`src/rtl/rsg_pkg.sv`:
```
`default_nettype none
package rsg_pkg;

	localparam int SAMPLE_W   = 16;
	localparam int GAIN_W     = 14;
	localparam int KNEE_W     = 15;
	localparam int SEL_W      = 2;
	localparam int CFG_IDX_W  = 2;
	localparam int CFG_DATA_W = 15;

	// gained product: sample times zero-extended gain
	localparam int PROD_W  = SAMPLE_W + GAIN_W + 1;
	// gained value after the Q8 shift, plus one guard bit
	localparam int GAINED_W = PROD_W - 8 + 1;

	localparam logic [GAIN_W-1:0] GAIN_RESET = GAIN_W'(6 * 256);
	localparam logic [KNEE_W-1:0] KNEE_RESET = KNEE_W'(28000);
	localparam logic [SEL_W-1:0]  SEL_RESET  = SEL_W'(1);

	localparam logic signed [SAMPLE_W-1:0] SAT_HI = 16'sd32767;
	localparam logic signed [SAMPLE_W-1:0] SAT_LO = -16'sd32768;

	// configuration register indexes
	localparam logic [CFG_IDX_W-1:0] REG_GAIN = 2'd0;
	localparam logic [CFG_IDX_W-1:0] REG_KNEE = 2'd1;
	localparam logic [CFG_IDX_W-1:0] REG_SEL  = 2'd2;

	// phase codes of the 3:2 frame sequence
	localparam logic [1:0] PH_PASS   = 2'd0;
	localparam logic [1:0] PH_HOLD   = 2'd1;
	localparam logic [1:0] PH_INTERP = 2'd2;

	typedef logic signed [SAMPLE_W-1:0] sample_t;

	typedef struct packed {
		logic load_hold;
		logic load_out;
		logic interp;
	} lane_ctl_t;

endpackage
`default_nettype wire

```
`src/rtl/rsg_lane.sv`:
```
`default_nettype none
module rsg_lane (
	input  wire                 clk,
	input  wire rsg_pkg::lane_ctl_t ctl,
	input  wire rsg_pkg::sample_t   sample,
	output rsg_pkg::sample_t    out_s1
);
	import rsg_pkg::*;

	sample_t                    held_q;
	logic signed [SAMPLE_W:0]   diff;
	logic signed [SAMPLE_W:0]   half;
	logic signed [SAMPLE_W:0]   mid;
	sample_t                    lane_res;

	// a + floor((b - a) / 2); stays between a and b, so 16 bits suffice
	always_comb begin
		diff = (SAMPLE_W+1)'(sample) - (SAMPLE_W+1)'(held_q);
		half = diff >>> 1;
		mid  = (SAMPLE_W+1)'(held_q) + half;
		lane_res = ctl.interp ? mid[SAMPLE_W-1:0] : sample;
	end

	always_ff @(posedge clk) begin
		if (ctl.load_hold) begin
			held_q <= sample;
		end
		if (ctl.load_out) begin
			out_s1 <= lane_res;
		end
	end

endmodule
`default_nettype wire

```
`src/rtl/rsg_merge.sv`:
```
`default_nettype none
module rsg_merge #(
	parameter int LANES = 4
) (
	input  wire                                  clk,
	input  wire                                  arst_n,
	input  wire                                  valid_s1,
	output logic                                 ready_s2,
	input  wire  [LANES*rsg_pkg::SAMPLE_W-1:0]   frame_s1,
	input  wire  [rsg_pkg::GAIN_W-1:0]           gain_q8,
	input  wire  [rsg_pkg::KNEE_W-1:0]           knee_level,
	input  wire  [rsg_pkg::SEL_W-1:0]            mic_lane_select,
	output logic                                 m_tvalid,
	input  wire                                  m_tready,
	output logic [(LANES+1)*rsg_pkg::SAMPLE_W-1:0] m_tdata
);
	import rsg_pkg::*;

	localparam logic [3:0] LAST_LANE = 4'(LANES - 1);

	logic                          valid_s2;
	logic [LANES*SAMPLE_W-1:0]     frame_s2;
	logic signed [PROD_W-1:0]      prod_s2;
	logic                          ready_s3;
	logic [3:0]                    sel_eff;
	sample_t                       mic_x;
	logic signed [PROD_W-1:0]      prod;
	logic signed [GAINED_W-1:0]    g;
	logic signed [GAINED_W-1:0]    k;
	logic signed [GAINED_W-1:0]    t;
	sample_t                       mic_res;

	assign ready_s3 = !m_tvalid || m_tready;
	assign ready_s2 = !valid_s2 || ready_s3;

	// lane pick saturates at the top lane
	always_comb begin
		sel_eff = (4'(mic_lane_select) > LAST_LANE) ? LAST_LANE : 4'(mic_lane_select);
		mic_x = frame_s1[SAMPLE_W-1:0];
		for (int i = 0; i < LANES; i++) begin
			if (sel_eff == 4'(i)) begin
				mic_x = frame_s1[i*SAMPLE_W +: SAMPLE_W];
			end
		end
		prod = PROD_W'(mic_x) * $signed({1'b0, gain_q8});
	end

	// Q8 floor, soft knee, saturate
	always_comb begin
		g = GAINED_W'(prod_s2 >>> 8);
		k = $signed(GAINED_W'(knee_level));
		if (g > k) begin
			t = k + ((g - k) >>> 2);
		end else if (g < -k) begin
			t = -k + ((g + k) >>> 2);
		end else begin
			t = g;
		end
		if (t > GAINED_W'(SAT_HI)) begin
			mic_res = SAT_HI;
		end else if (t < GAINED_W'(SAT_LO)) begin
			mic_res = SAT_LO;
		end else begin
			mic_res = t[SAMPLE_W-1:0];
		end
	end

	always_ff @(posedge clk or negedge arst_n) begin
		if (!arst_n) begin
			valid_s2 <= 1'b0;
			m_tvalid <= 1'b0;
		end else begin
			if (ready_s2) begin
				valid_s2 <= valid_s1;
			end
			if (ready_s3) begin
				m_tvalid <= valid_s2;
			end
		end
	end

	always_ff @(posedge clk) begin
		if (ready_s2 && valid_s1) begin
			frame_s2 <= frame_s1;
			prod_s2  <= prod;
		end
		if (ready_s3 && valid_s2) begin
			m_tdata <= {mic_res, frame_s2};
		end
	end

endmodule
`default_nettype wire

```
`src/rtl/four_lane_3to2_resampler_soft_gain_top.sv`:
```
`default_nettype none
// 3:2 linear-interpolation resampler, LANES x 16-bit frames from 24 kHz to
// 16 kHz, with a soft-knee Q8 make-up gain on one selected mic lane. One frame
// is accepted every cycle unless the pipe stalls; of each three frames the
// first is passed through, the second is held and gives no result, the third
// emits the per-lane midpoint floor(a + (b - a) / 2) of held and current
// frames. Every result also carries mic_out. An emitted frame passes the lane
// register, the multiplier register and the output register before it shows
// on m_tvalid; each stage stalls while the one after it is full and cannot
// pass its result on, so a full pipe holds three results.
// The config channel is always ready; write registers only while the block
// is idle. No clearing pass after reset.
module four_lane_3to2_resampler_soft_gain_top #(
	parameter int LANES = 4
) (
	input  wire                                    clk,
	input  wire                                    arst_n,
	input  wire                                    s_tvalid,
	output logic                                   s_tready,
	// lane0_sample .. lane(LANES-1)_sample, 16 bits each
	input  wire  [LANES*rsg_pkg::SAMPLE_W-1:0]     s_tdata,
	output logic                                   m_tvalid,
	input  wire                                    m_tready,
	// out_lane0 .. out_lane(LANES-1), then mic_out, 16 bits each
	output logic [(LANES+1)*rsg_pkg::SAMPLE_W-1:0] m_tdata,
	input  wire                                    cfg_valid,
	output logic                                   cfg_ready,
	input  wire  [rsg_pkg::CFG_IDX_W-1:0]          cfg_index,
	input  wire  [rsg_pkg::CFG_DATA_W-1:0]         cfg_data
);
	import rsg_pkg::*;

	logic [GAIN_W-1:0]          gain_q;
	logic [KNEE_W-1:0]          knee_q;
	logic [SEL_W-1:0]           sel_q;
	logic [1:0]                 phase_q;
	logic                       valid_s1;
	logic                       ready_s1;
	logic                       ready_s2;
	logic                       accept;
	logic                       emit;
	lane_ctl_t                  ctl;
	logic [LANES*SAMPLE_W-1:0]  frame_s1;

	assign cfg_ready = 1'b1;
	assign ready_s1  = !valid_s1 || ready_s2;
	assign s_tready  = ready_s1;
	assign accept    = s_tvalid && s_tready;
	assign emit      = (phase_q != PH_HOLD);

	always_comb begin
		ctl.load_hold = accept && (phase_q == PH_HOLD);
		ctl.load_out  = accept && emit;
		ctl.interp    = (phase_q == PH_INTERP);
	end

	always_ff @(posedge clk or negedge arst_n) begin
		if (!arst_n) begin
			gain_q <= GAIN_RESET;
			knee_q <= KNEE_RESET;
			sel_q  <= SEL_RESET;
		end else if (cfg_valid && cfg_ready) begin
			case (cfg_index)
				REG_GAIN: gain_q <= cfg_data[GAIN_W-1:0];
				REG_KNEE: knee_q <= cfg_data[KNEE_W-1:0];
				REG_SEL:  sel_q  <= cfg_data[SEL_W-1:0];
				default: ;
			endcase
		end
	end

	always_ff @(posedge clk or negedge arst_n) begin
		if (!arst_n) begin
			phase_q  <= PH_PASS;
			valid_s1 <= 1'b0;
		end else begin
			if (accept) begin
				case (phase_q)
					PH_HOLD:   phase_q <= PH_INTERP;
					PH_INTERP: phase_q <= PH_PASS;
					default:   phase_q <= PH_HOLD;
				endcase
			end
			if (ready_s1) begin
				valid_s1 <= accept && emit;
			end
		end
	end

	for (genvar i = 0; i < LANES; i++) begin : g_lane
		rsg_lane u_lane (
			.clk    (clk),
			.ctl    (ctl),
			.sample (s_tdata[i*SAMPLE_W +: SAMPLE_W]),
			.out_s1 (frame_s1[i*SAMPLE_W +: SAMPLE_W])
		);
	end

	rsg_merge #(
		.LANES (LANES)
	) u_merge (
		.clk             (clk),
		.arst_n          (arst_n),
		.valid_s1        (valid_s1),
		.ready_s2        (ready_s2),
		.frame_s1        (frame_s1),
		.gain_q8         (gain_q),
		.knee_level      (knee_q),
		.mic_lane_select (sel_q),
		.m_tvalid        (m_tvalid),
		.m_tready        (m_tready),
		.m_tdata         (m_tdata)
	);

endmodule
`default_nettype wire

```
`config.mk`:
```
export PLATFORM = sky130hd
export DESIGN_NAME = four_lane_3to2_resampler_soft_gain_top
export DESIGN_NICKNAME = d
export VERILOG_FILES = /design/src/rtl/rsg_pkg.sv /design/src/rtl/rsg_lane.sv /design/src/rtl/rsg_merge.sv /design/src/rtl/four_lane_3to2_resampler_soft_gain_top.sv
export SDC_FILE = /design/constraint.sdc
export NUM_CORES = 1
export LEC_CHECK = 0
export BUFFER_PORTS_ARGS = -buffer_cell sky130_fd_sc_hd__buf_2
export CAP_MARGIN = 15
export CORE_UTILIZATION = 65
export DETAILED_ROUTE_END_ITERATION = 10
export PLACE_DENSITY_LB_ADDON = 0.12
export SYNTH_ARGS = -nofsm -noshare
export SYNTH_HDL_FRONTEND = slang
export SYNTH_HIERARCHICAL = 1
export SYNTH_SLANG_ARGS = --single-unit
export TNS_END_PERCENT = 50
```
`constraint.sdc`:
```
create_clock -name clk -period 12.99 [get_ports clk]
set_clock_uncertainty 0.05 [all_clocks]
set_input_delay 1.299 -clock clk [delete_from_list [all_inputs] [get_ports clk]]
set_output_delay 1.299 -clock clk [all_outputs]
set_load 0.005 [all_outputs]
```
-- After elaboration in Yosys (flattened, before gate mapping)
Index checks and enable logic that the tools add are counted.
- muxes and demuxes: 11
- eq/ne operators: 8
- order comparisons: 4
- multipliers: 1
- add/subtract/negate cells: 13
- reductions and logical operators: 15
- operators with widths (cell ; number):
    16-bit two-way mux ; 8
    16-bit by 16-bit subtractor with 17-bit output ; 4
    16-bit adder ; 4
    24-bit two-way mux ; 2
    16-bit by 15-bit multiplier with 31-bit output ; 1
    23-bit by 16-bit adder with 24-bit output ; 1
    24-bit by 22-bit adder with 24-bit output ; 1
    24-bit by 16-bit > comparator with 1-bit output (second input constant) ; 1
    23-bit by 24-bit less-than comparator with 1-bit output ; 1
    24-bit by 16-bit less-than comparator with 1-bit output (second input constant) ; 1
    15-bit negation with 24-bit output ; 1
    23-bit by 16-bit subtractor with 24-bit output ; 1
    16-bit by 22-bit adder with 23-bit output ; 1
    23-bit by 16-bit > comparator with 1-bit output ; 1
    2-bit equality test (second input constant) ; 4
    2-bit by 1-bit equality test with 1-bit output (second input constant) ; 3
    2-bit AND reduction ; 3
    1-bit logical AND ; 5
    2-bit one-hot mux with 2 select lines ; 1
    1-bit logical NOT ; 3
    1-bit logical OR ; 3
    2-bit logical NOT ; 1
    2-bit by 1-bit != test with 1-bit output (second input constant) ; 1
- bits in registers: 339

-- Logic depth before layout (Yosys ltp)
- depth in word-level cells: 6
- depth in mapped cells: 29
- depth with buffers taken out: 26

-- By module
Netlist, hierarchy kept.
- modules (own cells, without submodules) (module ; instances ; area an instance (sq um) ; seq. area each (sq um) ; cells an instance):
    rsg_merge ; 1 ; 18605.3 ; 5064.9 ; 1808
    rsg_lane at g_lane[1].u_lane ... ; 3 ; 2610.0 ; 960.9 ; 268
    rsg_lane at g_lane[0].u_lane ; 1 ; 2587.5 ; 960.9 ; 245
    four_lane_3to2_resampler_soft_gain_top ; 1 ; 1385.1 ; 863.3 ; 85

-- Worst setup path before layout
No wires, ideal clock.
- path type: reg2reg
- from: register sel_q[0]
- to: register u_merge.prod_s2[30], data pin
- arrival time: 7.416 ns
- setup time: 0.260 ns
- required time: 12.680 ns
- path buffers: 3
- clock period less this slack: 7.726 ns
- stages on the path, launching flop included: 28
- slack: 5.264 ns
- cells stage by stage: dfstp_2 > buf_4 > buf_1 > mux4_2 > clkbuf_1 > and2_1 > fa_1 > inv_1 > fa_1 > inv_1 > fa_1 > fa_1 > fa_1 > inv_1 > fa_1 > inv_1 > ha_1 > and3_1 > a221o_1 > a21oi_1 > a2bb2oi_1 > o21ai_1 > o211ai_1 > a21o_1 > a21boi_1 > nor4_1 > o41a_1 > xnor2_1
- word-level cells in the longest chain between the ends: 5
- RTL lines (item ; RTL line ; RTL):
    start, declared ; four_lane_3to2_resampler_soft_gain_top.sv:35 ; logic [SEL_W-1:0] sel_q;
    start signal, assigned ; four_lane_3to2_resampler_soft_gain_top.sv:66 ; REG_SEL: sel_q <= cfg_data[SEL_W-1:0];
    2-bit by 1-bit equality test with 1-bit output ; rsg_merge.sv:41 ; if (sel_eff == 4'(i)) begin
    16-bit two-way mux (2 in series) ; rsg_merge.sv:41 ;
    16-bit two-way mux * ; rsg_merge.sv:41 ;
    16-bit by 15-bit multiplier with 31-bit output * ; rsg_merge.sv:45 ; prod = PROD_W'(mic_x) * $signed({1'b0, gain_q8});
    net u_merge.prod[30] ; rsg_merge.sv:27 ; logic signed [PROD_W-1:0] prod;
    end signal, assigned ; rsg_merge.sv:85 ; prod_s2 <= prod;
    end, declared ; rsg_merge.sv:23 ; logic signed [PROD_W-1:0] prod_s2;
The timed path passes the listed nets; every way through them passes the cells marked *.
A chain may end at the register's enable or synchronous reset.

-- Worst setup path in the final report
Same ends and word-level chain as after synthesis.

==> results_dict.tcl <==
set metrics [dict create \
    drt_iter0_drc 1717 \
    fp.coreArea_sq_um 45800 \
    synth_cell_types 97 \
    cp-start-kind "flop" \
    synth_edf_count 295 \
    path_clk_slew_ps 60 \
    met1_usage 0.438 \
    path_common_cell "fa_1" \
    drt_wl_total_mm 79.0 \
    grt.met2_usage 0.570 \
    drtPass1Iterations 5 \
    crit_start "sel_q[0]" \
    antenna_cells 0 \
    status "finished, final reports clean" \
    netlist_area_sq_um 30400 \
    cts_root_buffer "clkbuf_16" \
    cts_buffers 38 \
    crit_family "adder cells" \
    cp_num_cells 24 \
    setup_tns_ps 0 \
    syn_nets 3550 \
    die_area_sq_um 47700 \
    post_cts_buffers 0 \
    r2r_end "u_merge/prod_s2[30]" \
    grt_max_degree 73 \
    crit_required_ps 13270 \
    fin_crit_sh 0.608 \
    synth.area.top_cells "edfxtp_1 29%, fa_1 15%, ha_1 12%" \
    cp.arrival_ps 8190 \
    maxSlewViolCount 0 \
    slew_headroom 0.313 \
    min_period_ps 7900 \
    cts_tree "built" \
    post_cts_resized 0 \
    grt_pass1_wl_mm 124 \
    ys_seq_elements 331 \
    cts_hold_buf 0 \
    grtUsageTotal 0.338 \
    synth_area_leader_cell "edfxtp_1" \
    layout-drive-gt1-share 0.125 \
    antenna_found_initial 0 \
    nets 3687 \
    slowest_delay_ps 890 \
    rsz0062_at_grt "false" \
    drc 0 \
    setup_viol 0 \
    hp-class "reg -> reg" \
    clk_path_buf_depth 3 \
    gr-total-overflow 0 \
    h-tree-depth 2 \
    drt-wirelength-per-cell_microns 21.3 \
    die_w_microns 218 \
    synth_most_common_cell "inv_1" \
    ys_seq_area_frac 0.321 \
    clock_latency_ps 570 \
    timing.final.hold_violations 0 \
    crit_chain "mux4_2 -> and2_1 -> fa_1 -> inv_1 -> fa_1 -> inv_1 -> fa_1 -> fa_1 -> fa_1 -> inv_1 -> fa_1 -> inv_1 -> ha_1 -> and3_1 -> a221o_1 -> a21oi_1 -> a2bb2oi_1 -> o21ai_1 -> o211ai_1 -> a21o_1 -> a21boi_1 -> nor4_1 -> o41a_1 -> xnor2_1" \
    grt_pass1_vias 22800 \
    synth_flop_cell "edfxtp_1" \
    port_buffers 167 \
    rrSetupSlack_ps 5090 \
    dp_hpwl_mm 62.7 \
    yosys_warnings 6 \
    num_rows 78 \
    path_max_fanout 17 \
    max_freq_ghz 0.127 \
    worstReg2RegStart "sel_q[0]" \
    r2r_cells 24 \
    postSynthCellCount 2942 \
    avgSynthCellArea_sq_um 10.3 \
    ant_nets 0 \
    via_per_inst 6.11 \
    grt_busiest_layer "met2" \
    cts_sinks 331 \
    crit_slowest_cell "dfstp_2" \
    endpoint_kind "flop" \
    gp_congestion 0.976 \
    syn2layout_area_growth_pct 8.80 \
    crit_end "u_merge/prod_s2[30]" \
    die_h_microns 218 \
    vias 22600 \
    cap_violations 0 \
    worst-setup-path-type "reg -> reg" \
    start_util 0.664 \
    synth.top_cell.area_share 0.291 \
    num_io_pins 169 \
    worst_pin_slew_ps 1030 \
    crit_buf_inv 4 \
    synth_commonest_cells "375 x inv_1, 295 x edfxtp_1, 295 x ha_1" \
    use_met3 0.0444 \
    synth-async-reset-ratio 0.109 \
]
[through the flow]
step	cells	instance area (sq um)	util	worst slack, ps	hold slack [ps]
CTS	3708	33100	0.723	5110	345
global route	3708	33100	0.723	4720	352
finish	3708	33100	0.723	5090	346
floorplan	2942	30400	-	5260	350
detailed placement	3639	31800	0.694	5100	355
global placement	3639	31800	0.694	5210	351
[worst min-delay path by stage]
stage | start | to | slack (ps) | cells after the start
2_1_floorplan | u_merge/frame_s2[0] | u_merge/m_tdata[0] | 350 | 0
3_3_place_gp | u_merge/frame_s2[40] | u_merge/m_tdata[40] | 350 | 0
3_5_place_dp | u_merge/frame_s2[8] | u_merge/m_tdata[8] | 360 | 0
4_1_cts | u_merge/frame_s2[46] | u_merge/m_tdata[46] | 350 | 0
5_1_grt | u_merge/frame_s2[53] | u_merge/m_tdata[53] | 350 | 0
6_report | u_merge/frame_s2[46] | u_merge/m_tdata[46] | 350 | 0
[area by class of cell]
cell class                 count  area, sq um
sequential                   331         9770
fill                        3309        12700
tap                          600          751
clock buffer                  47         1010
multi-input combinational   2156        18900
inverter                     377         1420
timing repair buffer         175          896
clock inverter                22          322
[worst reg2reg max path, delay by kind of cell, from the launching register on]
family / cells / cell delay, ps
xor+xnor: 1 / 60
buf+inv: 4 / 200
flops: 1 / 890
fa+ha+maj: 7 / 3340
compound gates: 8 / 1620
simple gates: 3 / 750
mux: 1 / 750
[placed cells by master (no fill, tap or decap), types with 8 or more instances in the layout]
cell,netlist,routed
o211ai_1,25,25
nand3_1,38,38
mux2_2,67,67
nor3_1,37,37
a31oi_1,18,18
o21bai_1,14,14
o31ai_1,12,12
nor2b_1,32,32
o21a_1,27,27
a21o_1,55,55
fa_1,227,227
and2_1,151,149
dfrtp_1,26,26
clkbuf_16,0,39
buf_2,7,167
and3_1,11,10
buf_4,4,8
nand2_1,223,223
xor2_1,54,54
o21ai_0,94,94
or3_1,22,22
nand2b_1,27,27
a211oi_1,30,30
edfxtp_1,295,295
o21ai_1,20,20
nor4_1,14,14
nand4_1,21,21
dfstp_2,10,10
a21oi_1,182,181
inv_1,375,375
o21ai_2,10,10
ha_1,295,294
o2111ai_1,11,11
xnor2_1,146,146
clkbuf_1,60,8
mux4_2,16,16
nor2_1,147,146
[logic make-up after synthesis]
kind of cell | count (synthesis) | synth area share
DFF | 331 | 0.321
muxes | 90 | 0.0391
other | 1 | 0.000123
adders and majority gates | 522 | 0.271
buffers and inverters | 455 | 0.0577
AOI/OAI and AO/OA | 585 | 0.128
xor gates and xnor gates | 200 | 0.0576
and+or+nand+nor | 758 | 0.125
[state kept, by name, indices dropped and copies added (netlist names), 14 cells and up]
signal	count
gain_q	14
u_merge/m_tdata	80
knee_q	15
g_lane.u_lane/out_s1	64
u_merge/prod_s2	23
u_merge/frame_s2	64
g_lane.u_lane/held_q	64
[routing by layer]
layer	routed length, microns	up-vias
li1	-	10500
met1	32400	11200
met2	38700	775
met3	4570	172
met4	3350	0
met5	0	-
Power is not shown: default switching activity piles up to over one toggle a cycle in this logic, so the estimate is an artifact.
